`config.mk`:
```
export PLATFORM = sky130hd
export DESIGN_NAME = length_framed_xor_deframer
export DESIGN_NICKNAME = d
export VERILOG_FILES = /design/src/lfxd_pkg.sv /design/src/length_framed_xor_deframer.sv /design/src/lfxd_in_reg.sv /design/src/lfxd_frame_core.sv /design/src/lfxd_out_reg.sv
export SDC_FILE = /design/constraint.sdc
export NUM_CORES = 1
export LEC_CHECK = 0
export BUFFER_PORTS_ARGS = -buffer_cell sky130_fd_sc_hd__buf_2
export CAP_MARGIN = 20
export CORE_ASPECT_RATIO = 0.5
export CORE_MARGIN = 2
export CORE_UTILIZATION = 52
export CTS_CLUSTER_SIZE = 28
export DETAILED_ROUTE_END_ITERATION = 10
export MAX_ROUTING_LAYER = met4
export PLACE_DENSITY = 0.75
export SLEW_MARGIN = 20
export SYNTH_ARGS = -nofsm -noshare
export SYNTH_HDL_FRONTEND = slang
export SYNTH_SLANG_ARGS = --single-unit
```
`constraint.sdc`:
```
create_clock -name clk -period 2.3 [get_ports clk]
set_input_delay 0.23 -clock clk [delete_from_list [all_inputs] [get_ports clk]]
set_output_delay 0.23 -clock clk [all_outputs]
set_load 0.005 [all_outputs]
```
`src/lfxd_pkg.sv`:
```
package lfxd_pkg;

  localparam int MaxFrame = 64;

  localparam logic [7:0] MIN_LENGTH_BYTE = 8'd3;
  localparam logic [8:0] HEADER_EXTRA    = 9'd2;

  localparam logic [1:0] ST_BUSY   = 2'd0;
  localparam logic [1:0] ST_GOOD   = 2'd1;
  localparam logic [1:0] ST_BAD    = 2'd2;
  localparam logic [1:0] ST_LENGTH = 2'd3;

  // byte held in the input register
  typedef struct packed {
    logic       valid;
    logic [7:0] rx_byte;
  } lfxd_item_t;

  // one tagged output byte
  typedef struct packed {
    logic [7:0] frame_byte;
    logic [5:0] byte_position;
    logic       frame_end;
    logic [1:0] frame_status;
  } lfxd_result_t;

endpackage

```
`src/length_framed_xor_deframer.sv`:
```
// length-framed bus byte deframer with xor checksum check
// input channel: in_valid / in_stall carry one received byte (in_rx_byte) per transaction
// output channel: out_valid / out_stall carry one tagged byte per input byte:
//   out_frame_byte (the byte), out_byte_position (0 = sender), out_frame_end and
//   out_frame_status (0 busy, 1 checksum good, 2 checksum bad, 3 length invalid)
// frame layout: sender, length, receiver, message id, data, checksum; total = length + 2
// data path: the byte is registered in the input register, then passes through the frame
//   logic into the output register
// throughput: one byte per cycle while the receiver does not stall; the frame state is a
//   single xor and counter update between the input register and the output register
// reset (rst_n low, synchronous): both registers empty, position, total and xor cleared,
//   the next byte is taken as a sender
// when the receiver stalls, the output register holds; one more byte waits in the input
//   register, after which in_stall rises in the same cycle as out_stall
module length_framed_xor_deframer (
  input  logic       clk,
  input  logic       rst_n,
  input  logic       in_valid,
  output logic       in_stall,
  input  logic [7:0] in_rx_byte,
  output logic       out_valid,
  input  logic       out_stall,
  output logic [7:0] out_frame_byte,
  output logic [5:0] out_byte_position,
  output logic       out_frame_end,
  output logic [1:0] out_frame_status
);
  import lfxd_pkg::*;

  lfxd_item_t   item;
  lfxd_result_t result;
  lfxd_result_t held;
  logic         out_free;
  logic         advance;

  // held byte moves into the output register when that register can take it
  assign advance = item.valid && out_free;

  lfxd_in_reg u_in_reg (
    .clk        (clk),
    .rst_n      (rst_n),
    .in_valid   (in_valid),
    .in_rx_byte (in_rx_byte),
    .advance    (advance),
    .in_stall   (in_stall),
    .item       (item)
  );

  // position, expected total and running xor update once per moved byte
  lfxd_frame_core u_core (
    .clk     (clk),
    .rst_n   (rst_n),
    .item    (item),
    .advance (advance),
    .result  (result)
  );

  lfxd_out_reg u_out_reg (
    .clk       (clk),
    .rst_n     (rst_n),
    .load      (advance),
    .result    (result),
    .out_stall (out_stall),
    .out_free  (out_free),
    .out_valid (out_valid),
    .held      (held)
  );

  assign out_frame_byte    = held.frame_byte;
  assign out_byte_position = held.byte_position;
  assign out_frame_end     = held.frame_end;
  assign out_frame_status  = held.frame_status;

endmodule

```
`src/lfxd_in_reg.sv`:
```
module lfxd_in_reg (
  input  logic               clk,
  input  logic               rst_n,
  input  logic               in_valid,
  input  logic [7:0]         in_rx_byte,
  input  logic               advance,
  output logic               in_stall,
  output lfxd_pkg::lfxd_item_t item
);
  import lfxd_pkg::*;

  logic       valid_r;
  logic       valid_nxt;
  logic [7:0] byte_r;
  logic       take;

  // hold while the held byte cannot move on
  assign in_stall = valid_r && !advance;
  assign take     = in_valid && !in_stall;

  always_comb begin
    valid_nxt = valid_r;
    if (take) begin
      valid_nxt = 1'b1;
    end else if (advance) begin
      valid_nxt = 1'b0;
    end
  end

  always_ff @(posedge clk) begin
    if (!rst_n) begin
      valid_r <= 1'b0;
    end else begin
      valid_r <= valid_nxt;
    end
  end

  always_ff @(posedge clk) begin
    if (take) begin
      byte_r <= in_rx_byte;
    end
  end

  assign item.valid   = valid_r;
  assign item.rx_byte = byte_r;

endmodule

```
`src/lfxd_frame_core.sv`:
```
module lfxd_frame_core (
  input  logic                   clk,
  input  logic                   rst_n,
  input  lfxd_pkg::lfxd_item_t   item,
  input  logic                   advance,
  output lfxd_pkg::lfxd_result_t result
);
  import lfxd_pkg::*;

  logic [5:0] pos_r, pos_nxt;
  logic [6:0] total_r, total_nxt;
  logic [7:0] xor_r, xor_nxt;

  logic [7:0] b;
  logic [8:0] total9;
  logic       length_bad;
  logic       is_last;
  logic       end_c;
  logic [1:0] status_c;

  assign b          = item.rx_byte;
  assign total9     = {1'b0, b} + HEADER_EXTRA;
  assign length_bad = (b < MIN_LENGTH_BYTE) || (total9 > 9'(MaxFrame));
  // also catches a position at or past the last one
  assign is_last    = ({1'b0, pos_r} + 7'd1) >= total_r;

  always_comb begin
    pos_nxt   = pos_r;
    total_nxt = total_r;
    xor_nxt   = xor_r;
    end_c     = 1'b0;
    status_c  = ST_BUSY;
    if (pos_r == 6'd0) begin
      xor_nxt = b;
      pos_nxt = 6'd1;
    end else if (pos_r == 6'd1) begin
      if (length_bad) begin
        end_c     = 1'b1;
        status_c  = ST_LENGTH;
        pos_nxt   = 6'd0;
        total_nxt = 7'd0;
        xor_nxt   = 8'd0;
      end else begin
        total_nxt = total9[6:0];
        xor_nxt   = xor_r ^ b;
        pos_nxt   = 6'd2;
      end
    end else if (is_last) begin
      end_c     = 1'b1;
      status_c  = (xor_r == b) ? ST_GOOD : ST_BAD;
      pos_nxt   = 6'd0;
      total_nxt = 7'd0;
      xor_nxt   = 8'd0;
    end else begin
      xor_nxt = xor_r ^ b;
      pos_nxt = pos_r + 6'd1;
    end
  end

  always_ff @(posedge clk) begin
    if (!rst_n) begin
      pos_r   <= '0;
      total_r <= '0;
      xor_r   <= '0;
    end else if (advance) begin
      pos_r   <= pos_nxt;
      total_r <= total_nxt;
      xor_r   <= xor_nxt;
    end
  end

  assign result.frame_byte    = b;
  assign result.byte_position = pos_r;
  assign result.frame_end     = end_c;
  assign result.frame_status  = status_c;

endmodule

```
`src/lfxd_out_reg.sv`:
```
module lfxd_out_reg (
  input  logic                   clk,
  input  logic                   rst_n,
  input  logic                   load,
  input  lfxd_pkg::lfxd_result_t result,
  input  logic                   out_stall,
  output logic                   out_free,
  output logic                   out_valid,
  output lfxd_pkg::lfxd_result_t held
);
  import lfxd_pkg::*;

  logic         valid_r, valid_nxt;
  lfxd_result_t data_r;

  assign out_free = !valid_r || !out_stall;

  always_comb begin
    valid_nxt = valid_r;
    if (load) begin
      valid_nxt = 1'b1;
    end else if (out_free) begin
      valid_nxt = 1'b0;
    end
  end

  always_ff @(posedge clk) begin
    if (!rst_n) begin
      valid_r <= 1'b0;
    end else begin
      valid_r <= valid_nxt;
    end
  end

  always_ff @(posedge clk) begin
    if (load) begin
      data_r <= result;
    end
  end

  assign out_valid = valid_r;
  assign held      = data_r;

endmodule

```
==> results of run 1 <==
## worst max-delay path: stages (launching register included)
cell	delay (ns)
edfxtp_1	0.45
ha_4	0.19
and3_4	0.16
and3_1	0.19
o31ai_2	0.29
nand4_1	0.28
or4b_1	0.60
a31oi_1	0.21
## per-layer routing
layer	GRT usage	vias to the layer above	wire length, um
met4	0.0689	0	80
met2	0.398	75	2990
met1	0.354	1048	2790
li1	-	1065	-
met5	-	-	0
met3	0.0515	10	384
## cell usage after synthesis (2+ instances only)
cell type   n
a31oi_1    10
and3_1      4
nor2_1     21
xor2_1      4
xnor2_1    12
dfxtp_1    23
edfxtp_1   25
a211oi_1    2
a21oi_1    13
nor2b_1     2
and2_1      2
buf_2       7
nand3_1    16
buf_6       2
a211o_1     2
nand4_1     4
or2_0       6
nand2_1    26
o21ai_1     4
nor3_1     10
o21ai_0    23
nand2b_1    3
inv_1      12
ha_1       11
clkbuf_1    6
## metrics by stage
step	instances	power, mW	instance area (um2)	setup slack [ns]
floorplan	268	1.11	2530	0.0313
global placement	376	1.19	2910	-0.0456
detailed placement	376	1.20	2910	-0.114
CTS	389	1.73	3210	-0.103
global route	389	1.81	3340	-0.241
finish	389	1.75	3340	-0.131
## final timing paths
path / cells after the start / to / slack (ns) / from
setup / recovery: 7 / u_core.xor_r[7] / -0.13 / u_in_reg.byte_r[1]
hold / removal: 1 / u_in_reg.byte_r[4] / 0.09 / in_rx_byte[4]
setup reg to reg: 7 / u_core.xor_r[7] / -0.13 / u_in_reg.byte_r[1]
hold reg to reg: 2 / u_core.total_r[4] / 0.45 / u_core.total_r[4]
## sequential cells by signal (all words and copies together), names as in the netlist
register             flops
u_core.total_r           7
u_core.pos_r             6
u_in_reg.byte_r          8
u_out_reg.held          17
u_core.xor_r             8
u_in_reg.valid_r         1
u_out_reg.out_valid      1
## logic make-up after synthesis
logic type	after synthesis	share of synthesized area
adders and majority gates	11	0.0546
buffers and inverters	29	0.0541
DFF	48	0.480
AOI/OAI and AO/OA	61	0.142
and+or+nand+nor	103	0.213
xor gates and xnor gates	16	0.0556
## power by group through the flow
stage / Clock (mW) / Sequential [mW] / Combinational [mW]
floorplan: 0 / 0.977 / 0.138
global placement: 0 / 0.979 / 0.215
detailed placement: 0 / 0.981 / 0.223
CTS: 0.503 / 0.962 / 0.266
global route: 0.540 / 0.968 / 0.304
finish: 0.504 / 0.963 / 0.280
## timing repair
item                                    CTS  global route
pin swaps                                 4            17
setup buffers                             3             1
gates resized for setup                  37            29
endpoints found under the setup margin   22            24
endpoints found under the hold margin     0             0
gates cloned                              2             0
## cell type report
cell class	count	area share
clock buffers	6	0.0217
clock inverters	2	0.00374
inverters	13	0.0146
multi-input cells	191	0.426
flip-flops and latches	48	0.366
well taps	66	0.0247
repair buffers	63	0.143
==> metrics.md, run 1 <==
| Metric | Value |
|---|---|
| CTS tree | yes |
| Total CTS buffers | 5 |
| Cell Area, Synth | 2520 um2 |
| Critical path peak fanout | 4 |
| Routability Congestion | 0.859 |
| Number of synthesis warnings | 0 |
| Post-synth top area cell | edfxtp_1 |
| Synth area leaders | edfxtp_1 30%, dfxtp_1 18%, ha_1 5.5% |
| Fillers | 318 |
| Chip Height | 53.2 um |
| Nets | 345 |
| Final setup fails | 20 |
| Vias in the first global route | 2018 |
| Die area | 5450 um2 |
| Crit start category | flop |
| Most used DFF post-synth | edfxtp_1 |
| Post-Route WL | 6240 um |
| Worst hold margin | 0.0936 ns |
| Flops & latches, synth | 48 |
| Overflow after GRT | 0 |
| Sequential share of the synthesized area | 0.480 |
| Clock net sink count | 48 |
| Worst-path clk slew | 0.09 ns |
| WS Path Type | reg2reg |
| Number of diodes | 0 |
| Power Dens Cells | 523 nW/um2 |
| Most frequent cells in the layout | 30 x buf_2, 27 x buf_4, 25 x edfxtp_1, 24 x nand2_1, 20 x nor2_1 |
| Commonest non-fill, non-tap cell in the layout | buf_2 |
| Final setup TNS | -1.02 ns |
| Slew margin rel. | 0.601 |
| Syn avg cell area | 9.41 um2 |
| Die Width | 102 um |
| Tcrit/Tclk final | 1.06 |
| Logic pwr share | 0.160 |
| DR iter-0 viols | 192 |
| Dpl hpwl | 3980 um |
| Seq pwr share | 0.551 |
| Leakage power | 1.25 nW |
| Row Count | 17 |
| Power share of the clock group | 0.289 |
| Post-synth EDFFs | 25 |
| Root buffer cell | clkbuf_8 |
| Syn Nets | 291 |
| Avg WL per Cell | 16.0 um |
| Largest net degree at the start of global routing | 18 |
| RSZ-0062 raised after global routing | yes |
| Hold Violations, Final | 0 |
| Vias per cell | 5.65 |
| DR DRC count | 0 |
| Finished Core Util | 0.738 |
| Status | complete, but fails checks |
| Core Footprint | 4530 um2 |
| Number of H-tree branching levels | 2 |
| Via Count | 2198 |
| FMAX | 411 MHz |
| P_sw | 472 uW |
| First-pass GRT wire length | 10000 um |
| Worst Path Required | 2.53 ns |
| All-Layer GR Usage | 0.259 |
| Hold WC Path Type | in2reg |
| Slew Limit Fails | 0 |
| Yosys top cell area share | 0.298 |
| Share of synthesized registers carrying an async set or reset | 0 |
| Setup WS post-layout | -0.131 ns |
| Arr. time, crit path | 2.66 ns |
| Failing checks | negative setup slack |
| Switch share | 0.270 |
| Antenna violation net count after detailed routing | 0 |
| Multi-input gate area | 1420 um2 |
| Synth cell types | 43 |
| Share of cells above drive strength 1 | 0.344 |
| Register area | 1220 um2 |
| Initial Util | 0.556 |
| Worst skew pair latency | 0.30 ns |
| # hold bufs at CTS | 0 |
| Setup Skew | 0.00547 ns |
| Min Tclk post-route | 2.43 ns |
| Bufs on Longest Clock Path | 2 |
| Peak supply drop | 0.000455 V |
| Int Pwr | 1.27 mW |
| Port Buffer Count | 30 |
| Max-cap viol count | 0 |
| # IOs | 31 |
| 1st-pass router iterations | 4 |
| Post-Synthesis Cells | 268 |
| Crit end category | flop |
| Initial antenna violation count | 0 |
| Area added between synthesis and finish | 32.6% |
| Least-Margin Pin Slew | 0.597 ns |
No activity file was read; power rests on OpenSTA's default activity.
==> run 2: changes to the inputs <==
Settings changed: BUFFER_PORTS_ARGS -buffer_cell sky130_fd_sc_hd__buf_2 to not set, CORE_UTILIZATION 52 to 55, DONT_BUFFER_PORTS set to 1, PLACE_DENSITY 0.75 to 0.73, SYNTH_HIERARCHICAL set to 1.
==> metrics.md, run 2 <==
| Metric | Value |
|---|---|
| Hold Violations, Final | 0 |
| Cell Area, Synth | 2670 um2 |
| Tcrit/Tclk final | 1.01 |
| Power Dens Cells | 578 nW/um2 |
| Synth top cells by count | 25 x edfxtp_1, 23 x dfxtp_1, 19 x inv_1, 18 x nand2_1, 15 x nand3_1 |
| Crit end category | flop |
| WS Path Type | reg2reg |
| Most frequent cells in the layout | 29 x buf_4, 25 x edfxtp_1, 19 x inv_1, 19 x dfxtp_1, 15 x nand2_1 |
| Crit start category | flop |
| Largest net degree at the start of global routing | 22 |
| Vias per cell | 6.10 |
| 1st-pass router iterations | 5 |
| Worst-path clk slew | 0.09 ns |
| Flops & latches, synth | 48 |
| Gr busiest metal | met2 |
| Setup Skew | 0.00377 ns |
| Number of synthesis warnings | 6 |
| Row Count | 17 |
| Share of synthesized registers carrying an async set or reset | 0 |
| Worst skew pair latency | 0.31 ns |
| Core Footprint | 4530 um2 |
| Post-Route WL | 6430 um |
| Total CTS buffers | 5 |
| Min Tclk post-route | 2.32 ns |
| Hold endpoint | u_in_reg/valid_r |
| RSZ-0062 raised after global routing | yes |
| Hold WC Path Type | in2reg |
| FMAX | 432 MHz |
| Multi-input gate area | 1520 um2 |
| Die Width | 102 um |
| Overflow after GRT | 0 |
| Routability Congestion | 0.901 |
| Yosys top cell area share | 0.281 |
| Critical path peak fanout | 6 |
| Post-Synthesis Cells | 274 |
| Nets | 318 |
| Chip Height | 53.2 um |
| Commonest non-fill, non-tap cell in the layout | buf_4 |
| Slew Limit Fails | 0 |
| Via Count | 2209 |
| Register area | 1220 um2 |
| CTS tree | yes |
| Number of H-tree branching levels | 2 |
| Terminus of the critical flop-to-flop path | u_core/xor_r[2] |
| Clock net sink count | 48 |
| Failing checks | negative setup slack |
| Max-cap viol count | 0 |
| Least-Margin Pin Slew | 0.637 ns |
| Critical R2R Launch | u_core/pos_r[0] |
| First-pass GRT wire length | 10100 um |
| Antenna violation net count after detailed routing | 0 |
| Cell count of the worst hold path | 1 |
| Met1 Resource Use GR | 0.339 |
| DR iter-0 viols | 163 |
| Number of diodes | 0 |
| Vias in the first global route | 2022 |
| Synth cell types | 51 |
| R2r setup slk | -0.02 ns |
| Worst Path Required | 2.51 ns |
| Hold path startpoint | rst_n |
| Worst hold margin | 0.0346 ns |
| Fillers | 295 |
| Die area | 5460 um2 |
| Synth area leaders | edfxtp_1 28%, dfxtp_1 17%, ha_1 5.2% |
| Status | complete, but fails checks |
| Initial antenna violation count | 0 |
| Syn Nets | 297 |
| Initial Util | 0.589 |
| Bufs on Longest Clock Path | 2 |
| Leakage power | 1.16 nW |
| Root buffer cell | clkbuf_8 |
| Max reg flops | 17 |
| Setup WS post-layout | -0.0152 ns |
| Met3 Use GR | 0.0647 |
| Avg WL per Cell | 17.8 um |
| Arr. time, crit path | 2.52 ns |
| Register-to-Register Path Depth | 11 |
| # IOs | 31 |
| Final setup fails | 2 |
| DR DRC count | 0 |
| Most used DFF post-synth | edfxtp_1 |
| Slew margin rel. | 0.575 |
| Peak supply drop | 0.000352 V |
| Share of cells above drive strength 1 | 0.324 |
| Post-synth EDFFs | 25 |
| Top-count cell post-synth | edfxtp_1 |
| Syn avg cell area | 9.74 um2 |
| Dpl hpwl | 4130 um |
| M2 GR Usage | 0.390 |
| Post-CTS Setup Bufs | 0 |
| Sequential share of the synthesized area | 0.454 |
| Area added between synthesis and finish | 25.8% |
| Port Buffer Count | 0 |
| All-Layer GR Usage | 0.258 |
| Post-synth top area cell | edfxtp_1 |
| Final setup TNS | -0.0213 ns |
==> run 2: cell families (layout without fill, tap and decap cells) <==
group,count (synthesis),in the layout,synth area share
compound gates,67,67,0.177
xor+xnor,13,13,0.0427
fa+ha+maj,11,11,0.0516
buf+inv,46,68,0.0891
flops,48,48,0.454
simple gates,89,89,0.185
==> run 2: metal layers <==
layer  vias up  share of wire
li1       1039              -
met1      1049           0.46
met2       108           0.46
met3        13          0.068
met4         0          0.018
met5         -              0
==> run 2: per-stage QoR <==
stage | power, mW | instance area, um2 | setup slack [ns] | utilization | cells
finish | 1.94 | 3350 | -0.0152 | 0.740 | 362
global route | 2.01 | 3350 | -0.115 | 0.740 | 362
CTS | 1.92 | 3230 | 0.00525 | 0.714 | 362
global placement | 1.25 | 2850 | -0.108 | 0.629 | 346
floorplan | 1.19 | 2690 | 0.0142 | - | 274
detailed placement | 1.26 | 2850 | -0.182 | 0.629 | 346
==> run 2: worst max path at each step <==
stage	from	endpoint	slack (ns)	cells after the start
2_1_floorplan	u_core/pos_r[0]	u_core/xor_r[4]	0.01	8
3_3_place_gp	u_core/pos_r[1]	u_core/xor_r[4]	-0.11	10
3_5_place_dp	u_core/pos_r[1]	u_core/xor_r[3]	-0.18	11
4_1_cts	u_core/pos_r[1]	u_core/xor_r[0]	0.005	12
5_1_grt	u_core/pos_r[0]	u_core/total_r[6]	-0.11	10
6_report	u_core/pos_r[0]	u_core/xor_r[2]	-0.02	11
==> run 2: worst max-delay path, stage by stage, from the launching register on <==
cell and delay (ns):
dfxtp_4 0.38, ha_4 0.17, buf_6 0.12, xor2_4 0.16
ha_4 0.26, o21a_1 0.13, nor2_2 0.05, nor3_2 0.31
buf_4 0.24, o41ai_2 0.09, a32oi_1 0.21, o21ai_1 0.08
==> run 2: where the power goes <==
group	leakage (nW)	internal (mW)	total (mW)	switching (mW)
clock	0.0548	0.328	0.634	0.306
combinational	0.678	0.139	0.321	0.181
sequential	0.428	0.946	0.983	0.0375
total	1.16	1.41	1.94	0.525
==> run 2: final cells by class <==
cell class	count	area share
repair buffers	41	0.103
clock buffers	5	0.0205
multi-input cells	180	0.452
inverters	19	0.0213
clock inverters	3	0.0138
flip-flops and latches	48	0.364
well taps	66	0.0246
==> run 2: repair_timing <==
action / CTS / global route
hold buffers: 8 / 0
resized for setup: 31 / 31
pin swaps: 16 / 20
hold endpoints to repair: 8 / 0
setup endpoints to repair: 23 / 24
==> run 3: changes to the inputs <==
Settings changed: PLACE_DENSITY 0.73 to 0.75.
==> metrics.md, run 3 (same netlist as run 2, synthesis figures left out) <==
| Metric | Value |
|---|---|
| Final setup fails | 19 |
| Crit end category | flop |
| DR iter-0 viols | 169 |
| Least-Margin Pin Slew | 0.573 ns |
| Fillers | 295 |
| All-Layer GR Usage | 0.253 |
| Avg WL per Cell | 18.1 um |
| Chip Height | 53.2 um |
| Routability Congestion | 0.943 |
| Final Non-Filler Cells | 364 |
| WS Path Type | reg2reg |
| # IOs | 31 |
| Tcrit/Tclk final | 1.07 |
| Power Dens Cells | 569 nW/um2 |
| Critical path peak fanout | 8 |
| Root buffer cell | clkbuf_8 |
| Setup WS post-layout | -0.155 ns |
| Final setup TNS | -0.870 ns |
| Setup Skew | 0.00752 ns |
| DR DRC count | 0 |
| Row Count | 17 |
| Hold WC Path Type | in2reg |
| Antenna violation net count after detailed routing | 0 |
| Largest net degree at the start of global routing | 22 |
| Fin area | 3350 um2 |
| Slew Limit Fails | 0 |
| Area added between synthesis and finish | 25.5% |
| Min Tclk post-route | 2.45 ns |
| Vias per cell | 6.21 |
| Worst-path clk slew | 0.09 ns |
| Total CTS buffers | 5 |
| Die area | 5460 um2 |
| Hold Violations, Final | 0 |
| Port Buffer Count | 0 |
| Clock net sink count | 48 |
| Number of diodes | 0 |
| Initial Util | 0.589 |
| Arr. time, crit path | 2.63 ns |
| Peak supply drop | 0.000359 V |
| Number of H-tree branching levels | 2 |
| Via Count | 2260 |
| Max reg flops | 17 |
| Max incr delay on CP | 0.39 ns |
| Die Width | 102 um |
| Core Footprint | 4530 um2 |
| 1st-pass router iterations | 5 |
| CP Cell Sequence | nand3_4, nor2_4, xor2_2, ha_1, a21o_1, a22oi_2, o311ai_4, buf_6, and3_4, nand4_1, o31ai_2 |
| Overflow after GRT | 0 |
| Dpl hpwl | 4060 um |
| Leakage power | 1.18 nW |
| RSZ-0062 raised after global routing | yes |
| Share of cells above drive strength 1 | 0.326 |
| Place WS | -0.228 ns |
| Placed Cells incl. Taps | 347 |
| Vias in the first global route | 2069 |
| Max-cap viol count | 0 |
| R2r setup slk | -0.15 ns |
| Most frequent cells in the layout | 33 x buf_4, 25 x edfxtp_1, 19 x inv_1, 19 x dfxtp_1, 17 x nand2_1 |
| Nets | 320 |
| Commonest non-fill, non-tap cell in the layout | buf_4 |
| Status | complete, but fails checks |
| First-pass GRT wire length | 9980 um |
| Bufs on Longest Clock Path | 2 |
| CTS tree | yes |
| Worst skew pair latency | 0.30 ns |
| Failing checks | negative setup slack |
| FMAX | 407 MHz |
| Initial antenna violation count | 0 |
| Crit start category | flop |
| Worst Path Required | 2.47 ns |
| Slew margin rel. | 0.618 |
| Post-DP Area | 2860 um2 |
| CP max-delay cell | dfxtp_4 |
| Post-Route WL | 6580 um |
[run 3: path summary, 6_finish.rpt]
path,start,end,cells past startpoint
setup reg to reg,u_core/pos_r[1],u_core/total_r[2],11
hold reg to reg,u_core/total_r[4],u_core/total_r[4],2
hold / removal,in_rx_byte[2],u_in_reg/byte_r[2],0
setup / recovery,u_core/pos_r[1],u_core/total_r[2],11
[run 3: layer usage]
metal | vias up | share of wire | track usage
li1 | 1053 | - | -
met1 | 1094 | 0.45 | 0.330
met2 | 103 | 0.47 | 0.388
met3 | 10 | 0.063 | 0.0594
met4 | 0 | 0.014 | 0.0911
met5 | - | 0 | -
[run 3: worst max-delay path: cells and delay by family, from the launching register on]
kind / cells / cell delay (ns)
AOI/OAI and AO/OA: 4 / 0.73
and+or+nand+nor: 4 / 0.57
DFF: 1 / 0.39
adders and majority gates: 1 / 0.29
xor gates and xnor gates: 1 / 0.18
buffers and inverters: 1 / 0.17
[run 3: power breakdown]
| group | total [mW] | switching, mW | internal, mW |
|---|---|---|---|
| clock network | 0.597 | 0.274 | 0.323 |
| logic | 0.325 | 0.183 | 0.142 |
| registers | 0.983 | 0.0369 | 0.946 |
| total | 1.91 | 0.495 | 1.41 |
[run 3: cell type report]
type,instances,area (um2),share of cell area
flip-flops and latches,48,1220,0.365
clock inverters,2,35.0,0.0105
clock buffers,6,72.6,0.0217
well taps,66,82.6,0.0247
multi-input cells,180,1510,0.450
repair buffers,43,360,0.108
inverters,19,71.3,0.0213
[run 3: per-stage QoR]
step	power [mW]	hold slack [ns]	util
2_1_floorplan	1.19	0.329	-
3_3_place_gp	1.25	0.329	0.631
3_5_place_dp	1.25	0.329	0.631
4_1_cts	1.86	0.0157	0.685
5_1_grt	1.98	0.00689	0.739
6_report	1.91	0.0240	0.739
[run 3: timing repair]
item,in CTS,in global routing
resized for setup,19,41
hold buffers,0,0
pin swaps,10,13
gates cloned,0,0
setup buffers,4,5
endpoints found under the setup margin,24,24
